**src/rtl/psfc_pkg.sv**
```systemverilog
// Package for the PCM sample format converter: types, register indexes
// and a decode helper. No dependencies.
`timescale 1ns / 1ps
`default_nettype none
package psfc_pkg;

  localparam int WordW = 32;
  localparam int SumW  = 36;

  typedef enum logic [2:0] {
    REG_BYTES    = 3'd0,
    REG_CHANNELS = 3'd1,
    REG_PACKED   = 3'd2,
    REG_MIX      = 3'd3,
    REG_SELECT   = 3'd4,
    REG_FORMAT   = 3'd5
  } reg_idx_t;

  typedef enum logic [1:0] {
    MIX_PASS   = 2'd0,
    MIX_AVG    = 2'd1,
    MIX_SELECT = 2'd2,
    MIX_SPARE  = 2'd3
  } mix_t;

  // Back end sequencing.
  typedef enum logic [2:0] {
    ST_IDLE, ST_DIV, ST_NORM, ST_ROUND, ST_DONE
  } back_st_t;

  localparam logic [4:0] FmtFloat = 5'd17;

  // Task from front to back: a finished value and the divisor to apply.
  typedef struct packed {
    logic signed [SumW-1:0] value;
    logic [4:0]             divisor;
  } task_t;

  // Decode one word to signed fixed point with 2^23 full scale.
  function automatic logic signed [SumW-1:0] decode_word(
    input logic [WordW-1:0] w, input logic [2:0] bps, input logic packed_src);
    logic [2:0]  b;
    logic [7:0]  e;
    logic [23:0] mant;
    logic [35:0] mag;
    logic signed [SumW-1:0] r;
    b = (bps == 3'd0) ? 3'd1 : ((bps > 3'd4) ? 3'd4 : bps);
    mant = {1'b1, w[22:0]};
    e = w[30:23];
    mag = '0;
    r = '0;
    if (packed_src && b != 3'd4) begin
      if (b == 3'd1)      r = SumW'(signed'(w << 16));
      else if (b == 3'd2) r = SumW'(signed'(w << 8));
      else                r = SumW'(signed'(w));
    end else if (b == 3'd1) begin
      r = SumW'(signed'({1'b0, w[7:0]}) - 10'sd128) <<< 16;
    end else if (b == 3'd2) begin
      r = SumW'(signed'(w[15:0])) <<< 8;
    end else if (b == 3'd3) begin
      r = SumW'(signed'(w[23:0]));
    end else begin
      if (e == 8'hFF) begin
        mag = (w[22:0] != '0) ? 36'd0 : 36'hFFFFFFFFF;
      end else if (e == 8'd0) begin
        mag = '0;
      end else if (e < 8'd127) begin
        mag = ((8'd127 - e) >= 8'd24) ? 36'd0 : (36'(mant) >> (8'd127 - e));
      end else if ((e - 8'd127) <= 8'd8) begin
        mag = 36'(mant) << (e - 8'd127);
      end else begin
        mag = 36'hFFFFFFFFF;
      end
      if (w[31]) begin
        if (mag > 36'h80000000) mag = 36'h80000000;
        r = -signed'(mag);
      end else begin
        if (mag > 36'h7FFFFFFF) mag = 36'h7FFFFFFF;
        r = signed'(mag);
      end
    end
    return r;
  endfunction

endpackage
`default_nettype wire

```
**src/rtl/psfc_front.sv**
```systemverilog
// Front end: decode, frame accumulation and channel select.
// Depends on psfc_pkg.
`timescale 1ns / 1ps
`default_nettype none
module psfc_front #(
  parameter int MaxChannels = 8
) (
  input  wire logic                clk,
  input  wire logic                rst_n,
  input  wire logic                in_take,
  input  wire logic [31:0]         in_word,
  input  wire logic                cfg_hit,
  input  wire logic [2:0]          bps,
  input  wire logic                packed_src,
  input  wire logic [1:0]          mix,
  input  wire logic [3:0]          chan_cnt,
  input  wire logic [3:0]          sel_chan,
  output psfc_pkg::task_t          task_o,
  output logic                     task_valid
);
  import psfc_pkg::*;

  localparam int IdxW = (MaxChannels > 1) ? $clog2(MaxChannels) : 1;

  logic signed [SumW-1:0] sum_r, sum_nxt;
  logic [IdxW-1:0]        idx_r, idx_nxt;
  logic signed [SumW-1:0] val;
  logic [4:0]             cnt, sel;
  logic                   last;

  always_comb begin
    val = decode_word(in_word, bps, packed_src);
    cnt = (chan_cnt == 4'd0) ? 5'd1 :
          ((5'(chan_cnt) > 5'(MaxChannels)) ? 5'(MaxChannels) : 5'(chan_cnt));
    sel = (sel_chan == 4'd0) ? 5'd1 : 5'(sel_chan);
    if (sel > cnt) sel = cnt;
    sum_nxt = sum_r;
    idx_nxt = idx_r;
    task_valid = 1'b0;
    task_o.value = val;
    task_o.divisor = 5'd1;
    last = (5'(idx_r) + 5'd1) >= cnt;
    if (in_take) begin
      if (mix == MIX_AVG || mix == MIX_SELECT) begin
        if (mix == MIX_AVG) sum_nxt = sum_r + val;
        else if (5'(idx_r) + 5'd1 == sel) sum_nxt = val;
        if (last) begin
          task_valid = 1'b1;
          task_o.value = sum_nxt;
          task_o.divisor = (mix == MIX_AVG) ? cnt : 5'd1;
          sum_nxt = '0;
          idx_nxt = '0;
        end else begin
          idx_nxt = idx_r + IdxW'(1);
        end
      end else begin
        task_valid = 1'b1;
      end
    end
    if (cfg_hit) begin
      sum_nxt = '0;
      idx_nxt = '0;
    end
  end

  always_ff @(posedge clk) begin
    if (!rst_n) begin
      sum_r <= '0;
      idx_r <= '0;
    end else begin
      sum_r <= sum_nxt;
      idx_r <= idx_nxt;
    end
  end
endmodule
`default_nettype wire

```
**src/rtl/psfc_back.sv**
```systemverilog
// Back end: serial divide, then shift/mask or float encode.
// Depends on psfc_pkg.
`timescale 1ns / 1ps
`default_nettype none
module psfc_back (
  input  wire logic           clk,
  input  wire logic           rst_n,
  input  wire psfc_pkg::task_t task_i,
  input  wire logic           task_valid,
  output logic                task_ready,
  input  wire logic [4:0]     fmt,
  output logic [31:0]         res_word,
  output logic                res_valid,
  input  wire logic           res_ready
);
  import psfc_pkg::*;

  back_st_t st_r, st_nxt;
  logic            neg_r;
  logic [SumW-1:0] mag_r, mag_nxt;      // dividend / quotient
  logic [4:0]      rem_r, rem_nxt;
  logic [4:0]      div_r;
  logic [5:0]      cnt_r, cnt_nxt;
  logic [5:0]      p_r, p_nxt;
  logic [31:0]     out_r, out_nxt;
  logic [5:0]      trial;
  logic signed [SumW-1:0] sval;
  logic [31:0]     u, r;
  logic [4:0]      sh;
  logic [SumW-1:0] q, rm, half;
  logic [5:0]      psh;

  assign task_ready = (st_r == ST_IDLE);
  assign res_valid  = (st_r == ST_DONE);
  assign res_word   = out_r;

  always_comb begin
    st_nxt = st_r;
    mag_nxt = mag_r;
    rem_nxt = rem_r;
    cnt_nxt = cnt_r;
    p_nxt = p_r;
    out_nxt = out_r;
    trial = {rem_r, mag_r[SumW-1]};
    sval = neg_r ? -signed'(mag_r) : signed'(mag_r);
    u = sval[31:0];
    sh = (fmt == 5'd0) ? 5'd16 : 5'(5'd16 - fmt);
    r = 32'($signed(u) >>> sh);
    psh = p_r - 6'd23;
    q = mag_r >> psh;
    rm = mag_r & ((36'd1 << psh) - 36'd1);
    half = 36'd1 << (psh - 6'd1);
    unique case (st_r)
      ST_IDLE: if (task_valid) begin
        mag_nxt = task_i.value[SumW-1] ? SumW'(-task_i.value) : SumW'(task_i.value);
        rem_nxt = '0;
        cnt_nxt = 6'(SumW);
        st_nxt = (task_i.divisor == 5'd1) ? ST_NORM : ST_DIV;
        p_nxt = 6'd35;
      end
      ST_DIV: begin
        // Restoring divide, one quotient bit per cycle.
        if (trial >= {1'b0, div_r}) begin
          rem_nxt = 5'(trial - {1'b0, div_r});
          mag_nxt = {mag_r[SumW-2:0], 1'b1};
        end else begin
          rem_nxt = trial[4:0];
          mag_nxt = {mag_r[SumW-2:0], 1'b0};
        end
        cnt_nxt = cnt_r - 6'd1;
        if (cnt_r == 6'd1) st_nxt = ST_NORM;
      end
      ST_NORM: begin
        if (fmt < FmtFloat) begin
          if (fmt == 5'd0)      out_nxt = {24'd0, r[7:0]};
          else if (fmt <= 5'd8) out_nxt = {16'd0, r[15:0]};
          else                  out_nxt = {8'd0, r[23:0]};
          st_nxt = ST_DONE;
        end else if (mag_r == '0) begin
          out_nxt = '0;
          st_nxt = ST_DONE;
        end else if (mag_r[p_r]) begin
          st_nxt = ST_ROUND;
        end else begin
          p_nxt = p_r - 6'd1;
        end
      end
      ST_ROUND: begin
        if (p_r <= 6'd23) begin
          out_nxt = {neg_r, 8'(p_r) + 8'd104, 23'(mag_r << (6'd23 - p_r))};
        end else begin
          if (rm > half || (rm == half && q[0])) q = q + 36'd1;
          if (q[24]) begin
            out_nxt = {neg_r, 8'(p_r) + 8'd105, q[23:1]};
          end else begin
            out_nxt = {neg_r, 8'(p_r) + 8'd104, q[22:0]};
          end
        end
        st_nxt = ST_DONE;
      end
      ST_DONE: if (res_ready) st_nxt = ST_IDLE;
      default: st_nxt = ST_IDLE;
    endcase
  end

  always_ff @(posedge clk) begin
    if (!rst_n) st_r <= ST_IDLE;
    else        st_r <= st_nxt;
  end

  always_ff @(posedge clk) begin
    if (st_r == ST_IDLE && task_valid) begin
      neg_r <= task_i.value[SumW-1];
      div_r <= task_i.divisor;
    end
    mag_r <= mag_nxt;
    rem_r <= rem_nxt;
    cnt_r <= cnt_nxt;
    p_r   <= p_nxt;
    out_r <= out_nxt;
  end
endmodule
`default_nettype wire

```
**src/rtl/psfc_queue.sv**
```systemverilog
// Two-entry task queue between front and back end.
// Depends on psfc_pkg.
`timescale 1ns / 1ps
`default_nettype none
module psfc_queue (
  input  wire logic       clk,
  input  wire logic       rst_n,
  input  wire psfc_pkg::task_t wr_data,
  input  wire logic       wr_en,
  output logic            full,
  output psfc_pkg::task_t rd_data,
  output logic            rd_valid,
  input  wire logic       rd_en
);
  import psfc_pkg::*;

  task_t      mem_r [2];
  logic       wp_r, rp_r;
  logic [1:0] cnt_r;

  assign full     = (cnt_r == 2'd2);
  assign rd_valid = (cnt_r != 2'd0);
  assign rd_data  = mem_r[rp_r];

  always_ff @(posedge clk) begin
    if (wr_en) mem_r[wp_r] <= wr_data;
  end

  always_ff @(posedge clk) begin
    if (!rst_n) begin
      wp_r <= 1'b0;
      rp_r <= 1'b0;
      cnt_r <= 2'd0;
    end else begin
      if (wr_en) wp_r <= ~wp_r;
      if (rd_en) rp_r <= ~rp_r;
      cnt_r <= cnt_r + 2'(wr_en) - 2'(rd_en);
    end
  end
endmodule
`default_nettype wire

```
**src/rtl/pcm_sample_format_converter.sv**
```systemverilog
// Top level of the PCM sample format converter.
// Depends on psfc_pkg, psfc_front, psfc_queue, psfc_back.
`timescale 1ns / 1ps
`default_nettype none
// A sample word is decoded and mixed in the front end in the cycle it is
// pushed; finished values wait in a two-entry queue for the back end. The
// back end runs a bit-serial frame divide in average mode, then shifts and
// masks for integer output or runs a leading-one search and rounding for
// float output, then holds the result until popped.
// Input beats keep flowing while the queue has room; in average and select
// modes only one beat per frame reaches the queue.
module pcm_sample_format_converter #(
  parameter int MAX_CHANNELS = 8
) (
  input  wire logic        clk,
  input  wire logic        rst_n,
  input  wire logic        push,
  output logic             full,
  input  wire logic [31:0] in_sample_word,
  output logic             empty,
  input  wire logic        pop,
  output logic [31:0]      out_out_word,
  input  wire logic        cfg_valid,
  output logic             cfg_ready,
  input  wire logic [2:0]  cfg_index,
  input  wire logic [31:0] cfg_data
);
  import psfc_pkg::*;

  logic [2:0] bps_r;
  logic [3:0] cnt_r, sel_r;
  logic       packed_r;
  logic [1:0] mix_r;
  logic [4:0] fmt_r;
  logic       cfg_hit, take, q_full, q_valid, b_ready, f_valid, res_valid;
  task_t      f_task, q_task;

  assign cfg_ready = 1'b1;
  assign cfg_hit = cfg_valid && (cfg_index <= 3'(REG_FORMAT));
  assign full = q_full;
  assign take = push && !q_full;
  assign empty = !res_valid;

  // Hold configuration; any valid register write also clears the frame state.
  always_ff @(posedge clk) begin
    if (!rst_n) begin
      bps_r <= 3'd2;
      cnt_r <= 4'd2;
      packed_r <= 1'b0;
      mix_r <= MIX_PASS;
      sel_r <= 4'd1;
      fmt_r <= 5'd8;
    end else if (cfg_valid) begin
      unique case (reg_idx_t'(cfg_index))
        REG_BYTES:    bps_r <= cfg_data[2:0];
        REG_CHANNELS: cnt_r <= cfg_data[3:0];
        REG_PACKED:   packed_r <= cfg_data[0];
        REG_MIX:      mix_r <= cfg_data[1:0];
        REG_SELECT:   sel_r <= cfg_data[3:0];
        REG_FORMAT:   fmt_r <= cfg_data[4:0];
        default: ;
      endcase
    end
  end

  psfc_front #(.MaxChannels(MAX_CHANNELS)) u_front (
    .clk, .rst_n, .in_take(take), .in_word(in_sample_word), .cfg_hit,
    .bps(bps_r), .packed_src(packed_r), .mix(mix_r), .chan_cnt(cnt_r),
    .sel_chan(sel_r), .task_o(f_task), .task_valid(f_valid)
  );

  psfc_queue u_queue (
    .clk, .rst_n, .wr_data(f_task), .wr_en(f_valid), .full(q_full),
    .rd_data(q_task), .rd_valid(q_valid), .rd_en(q_valid && b_ready)
  );

  psfc_back u_back (
    .clk, .rst_n, .task_i(q_task), .task_valid(q_valid), .task_ready(b_ready),
    .fmt(fmt_r), .res_word(out_out_word), .res_valid, .res_ready(pop)
  );
endmodule
`default_nettype wire

```
**config.mk**
```make
export PLATFORM = sky130hd
export DESIGN_NAME = pcm_sample_format_converter
export DESIGN_NICKNAME = d
export VERILOG_FILES = /design/src/rtl/psfc_pkg.sv /design/src/rtl/psfc_front.sv /design/src/rtl/psfc_back.sv /design/src/rtl/psfc_queue.sv /design/src/rtl/pcm_sample_format_converter.sv
export SDC_FILE = /design/constraint.sdc
export NUM_CORES = 1
export LEC_CHECK = 0
export BUFFER_PORTS_ARGS = -buffer_cell sky130_fd_sc_hd__buf_2
export CORE_UTILIZATION = 30
export DETAILED_ROUTE_END_ITERATION = 8
export GPL_TIMING_DRIVEN = 0
export SKIP_LAST_GASP = 1
export SYNTH_ARGS = -nofsm -noshare
export SYNTH_HDL_FRONTEND = slang
export SYNTH_SLANG_ARGS = --single-unit
```
**constraint.sdc**
```tcl
create_clock -name clk -period 12.4 [get_ports clk]
set_clock_uncertainty 0.05 [all_clocks]
set_input_delay 1.24 -clock clk [delete_from_list [all_inputs] [get_ports clk]]
set_output_delay 1.24 -clock clk [all_outputs]
set_load 0.01 [all_outputs]
```
Word level (Yosys, flattened, before mapping)
Memory sizes are Yosys's and may differ from the RTL's. A register that Yosys moved wholly into a read port is not among the register bits.
Cells that the tools add are included.
{ "word_totals": {"register_bits": 156, "latchBits": 0, "ram_bits": 82, "rom_bits": 0, "in_bits": 72, "out_inout_bits": 35, "word_cells": 213, "mem_count": 1} }
{ "classes": {"n_addsub": 22, "multipliers": 0, "div_mod_pow": 0, "n_lt_le_gt_ge": 16, "n_eq_ne": 29, "shifts": 7, "mux": 81, "bitwise": 4, "reduce_logical": 34} }
{ "memory_table": {"columns": ["name", "words", "width", "rd", "rd_clocked_by_memory_dff", "write_ports", "line_no", "source"], "rows": [
  ["u_queue.mem_r", 2, 41, 1, 1, 1, "psfc_queue.sv:17", "task_t mem_r [2];"]
]} }
{ "ops": {"columns": ["operator", "n"], "rows": [
  ["36-bit 2-to-1 mux", 29],
  ["32-bit 2-to-1 mux", 4],
  ["41-bit 2-to-1 mux", 3],
  ["25-bit 2-to-1 mux", 3],
  ["36-bit negation", 2],
  ["36-bit one-hot mux with 2 select lines", 1],
  ["1-bit by 6-bit left shift with 36-bit output (first input constant)", 2],
  ["32-bit one-hot mux with 2 select lines", 1],
  ["31-bit 2-to-1 mux", 2],
  ["36-bit adder", 1],
  ["36-bit AND", 1],
  ["36-bit == test", 1],
  ["36-bit by 31-bit greater-than comparator with 1-bit output (second input constant)", 1],
  ["36-bit by 32-bit greater-than comparator with 1-bit output (second input constant)", 1],
  ["36-bit greater-than comparator", 1],
  ["36-bit zero test", 1],
  ["24-bit by 8-bit left shift with 36-bit output", 1],
  ["36-bit by 6-bit left shift with 23-bit output", 1],
  ["24-bit by 8-bit right shift with 36-bit output", 1],
  ["36-bit by 6-bit right shift with 25-bit output", 1],
  ["36-bit by 1-bit subtractor with 36-bit output (second input constant)", 1],
  ["32-bit negation", 1],
  ["32-bit by 5-bit >>> shifter with 24-bit output", 1],
  ["5-bit 2-to-1 mux", 6],
  ["other kinds (65)", 126]
]} }

Logic depth before layout (Yosys ltp)
{ "logic_depth": {"depth_word": 28, "depth_mapped": 43, "ltp_nobuf": 34} }

Cells and area by module
Synthesis repeated with hierarchy kept, for this count alone.
{ "unflattened": {"hier_cells": 3721, "area_unflattened_um2": 30709.5} }
{ "by_module_without_submodules": {"columns": ["module", "n_inst", "cells_each", "area_per_inst_um2", "seq_area_each_um2"], "rows": [
  ["psfc_back", 1, 1925, 15418.5, 2792.7],
  ["psfc_front", 1, 1564, 11090.6, 780.7],
  ["psfc_queue", 1, 149, 3393.3, 2562.5],
  ["pcm_sample_format_converter", 1, 83, 807.0, 380.4]
]} }

Worst setup path after synthesis
No wires, ideal clock.
{ "synth_path": {"path_kind": "input-to-reg", "start": "input port in_sample_word[24]", "end": "memory u_queue.mem_r[0][40] (netlist name), data pin", "arrival_time_ps": 9004, "slack_ps": 3139, "stages": 40, "path_cell_list": "clkbuf_1 -> clkbuf_1 -> inv_1 -> ha_1 -> buf_2 -> buf_2 -> clkbuf_1 -> mux4_2 -> mux2i_1 -> o211ai_1 -> nand2_1 -> a221o_1 -> o211ai_1 -> nor4_4 -> nand4_4 -> and2_4 -> buf_6 -> clkbuf_1 -> (+4 left out) -> clkinv_1 -> or3_1 -> a21boi_1 -> o21bai_1 -> a311oi_1 -> nor2_1 -> ha_1 -> or3_1 -> a31o_2 -> or3_1 -> a31oi_1 -> o211ai_1 -> and3_1 -> o211ai_1 -> nand2b_1 -> o21ai_0 -> o21ai_0 -> a222oi_1"} }
{ "synth_lines": {"columns": ["item", "line_no", "source"], "rows": [
  ["start, declared", "pcm_sample_format_converter.sv:19", "input wire logic [31:0] in_sample_word,"],
  ["end, declared", "psfc_queue.sv:17", null]
]} }

==> run summary <==
Switching portion of total power: 52.8%
Syn avg cell area: 7.96 um^2
Hold Violations, Final: 0
Net Count, Synth: 3763
Seq/Total Area, Yosys: 22.6%
Core area: 93600 um^2
Initial antenna violation count: 0
Largest net degree at the start of global routing: 39
Skew-Pair Late Insertion Delay: 0.58 ns
Post-Syn Area: 28500 um^2
Row cnt: 112
Routed vias/inst: 6.10
Placement Setup Slack: -0.552 ns
Worst Setup End Kind: flop
R2R Setup Slk: 2.16 ns
Combinational power share: 71.2%
Vias in the first global route: 28236
I/O Buffers: 66
Max VDD drop: 0.146 mV
Final Max Slew Viols: 0
CP required: 12.67 ns
Hold WC Path Type: reg2reg
Die ar.: 96100 um^2
Library cells used by synthesis: 113
Ys Warns: 0
CP startpoint: in_sample_word[24]
Clock share of power: 11.5%
DR vias: 30181
Routed Antenna Nets: 0
Setup Viol. Count Final: 0
Synth async-reset ratio: 0%
Reg power frac: 17.3%
Total gr overflow: 0
Total Routed Length: 122 mm
CTS root buf: clkbuf_16
Initial DRC count: 3740
Max Fclk: 83.2 MHz
Worst hold stages: 2
First drt pass iteration count: 6
CP Max Fanout: 10
Wirelength per Cell: 24.6 um
Clock Sink Count: 236
Top post-synthesis cells by count: 438 x nand2_1, 314 x nor2_1, 265 x o21ai_0, 222 x a21oi_1, 212 x clkbuf_1
CTS tree: built
Initial core utilization: 30.4%
Yosys top cell by area: edfxtp_1
Most frequent cell after synthesis: nand2_1
CTS Hold Bufs: 0
Placed insts: 4902
Gpl congestion: 1.04
Chip height: 310 um
Switch Pwr: 3940 uW
Critical path launch point type: primary input
Layout cell share with drive strength beyond 1: 10.0%
First-pass GRT wire length: 180 mm
DR DRC count: 0
Num CTS Buffers: 25
Post-cts resize count: 0
CP arrival: 12.29 ns
Die Width: 310 um
Hold Startpoint: u_front.sum_r[13]
Setup slack after layout: 0.386 ns
GRT Overall Usage: 24.5%
Post-synth top area share: 17.9%
Synth area leaders: edfxtp_1 18%, mux2i_1 7.4%, nand2_1 5.8%, mux4_2 5.1%, ha_1 4.9%
Nets: 3861
Max-cap violations: 0
Clock Path Buffers: 3
Worst r2r path cells: 29
Post-route minimum period: 12.01 ns
Post-CTS setup buffers: 0
WS Path Type: in2reg
Hpwl dp: 94.7 mm
Main flop type after synthesis: edfxtp_1
P per Cell Area: 237 nW/um^2
Critical Path Max Stage Delay: 0.85 ns
Slowest CP cell: a2111oi_0
Period utilization: 96.9%
Status: finished clean
Leakage: 0.0116 uW
Io pins: 107
Layout Area Growth over Synthesis: 10.3%
Post-synth EDFFs: 170
Clock transition at the registers of the reported paths: 0.07 ns
Yosys reg bits: 236
H-tree level count: 1
Cell-internal power: 3520 uW
Relative slew slack: 18.7%
Crit-path most repeated cell: nor2_1
Worst-Margin Slew: 1.21 ns
FF-to-FF Start: u_back.p_r[1]
RSZ-0062 raised after global routing: false
Syn Inst Count: 3577
Layout Cells excl Fill: 4950
## per-stage QoR
stage,util [%],setup TNS (ns),total power (uW),hold WS [ns],cell area (um^2)
floorplan,-,0,4830,0.382,28500
global placement,32.4,-5.89,6430,0.400,30400
detailed placement,32.5,-5.88,6440,0.406,30400
CTS,33.5,0,7320,0.415,31400
global route,33.5,0,7920,0.443,31400
finish,33.5,0,7460,0.422,31400
## routing by layer
layer	global-route usage [%]	vias up	part of all wire, %
met1	32.5	14582	42
met4	11.8	0	5.3
met5	0	-	0
met3	3.04	334	8.1
met2	39.2	1658	45
li1	-	13607	-
## path summary, 6_finish.rpt
check                                            end
worst max-delay path            u_queue.mem_r[0][35]
worst min-delay path               u_front.sum_r[13]
worst max register to register    u_back.res_word[8]
worst min register to register     u_front.sum_r[13]
## logic make-up (layout without fill, tap and decap cells)
group                    after synthesis  count (layout)  share of synthesized area (%)
AO/OA/AOI/OAI                       1061            1061                           24.4
XOR/XNOR                             164             164                           5.23
adder cells (fa/ha/maj)              115             115                           5.10
buffers and inverters                367             484                           5.38
flip-flops                           236             236                           22.6
multiplexers                         366             366                           16.1
other                                  1               3                         0.0132
AND/OR/NAND/NOR                     1267            1267                           21.2
## power by group through the flow
stage                     clock network, uW  logic, uW  registers, uW
after detailed placement                  0       5140           1300
after CTS                               870       5170           1280
after global routing                    894       5720           1310
final                                   857       5310           1290
after floorplan                           0       3580           1250
after global placement                    0       5120           1310
## state kept, by name (all words and copies together), names as in the netlist, 2 cells and up, named ones only
signal,count
bps_r,3
cnt_r,4
fmt_r,5
mix_r,2
sel_r,4
u_back.cnt_r,6
u_back.div_r,4
u_back.mag_r,36
u_back.p_r,6
u_back.rem_r,5
u_back.res_word,32
u_back.st_r,3
u_front.idx_r,3
u_front.sum_r,36
u_queue.cnt_r,2
u_queue.mem_r,80
## placed cells by master, fill, tap and decap left out, types with 64 or more instances in the layout
cell / instances
nor2_1: 314
mux4_2: 64
buf_2: 88
edfxtp_1: 170
nand2_1: 437
a21oi_1: 222
inv_1: 80
dfxtp_1: 66
mux2_2: 87
ha_1: 112
xnor2_1: 90
clkbuf_1: 212
xor2_1: 70
mux2i_1: 210
nor3_1: 66
o21ai_0: 263
nand3_1: 105
## critical path, delay by kind of cell
kind	cells	cell delay (ns)
multiplexers	2	0.78
buffers and inverters	11	2.63
AO/OA/AOI/OAI	13	4.91
adder cells (fa/ha/maj)	3	0.74
AND/OR/NAND/NOR	11	1.75
XOR/XNOR	1	0.22
## cell type report
class | count | area (um^2)
inverters | 86 | 323
repair buffers | 71 | 404
plain buffers | 281 | 1210
clock inverters | 18 | 277
clock buffers | 28 | 647
diodes | 2 | 5.00
fillers | 10088 | 62200
well taps | 1254 | 1570
multi-input cells | 2974 | 20500
flip-flops and latches | 236 | 6430
No activity file was read; power rests on OpenSTA's default activity.
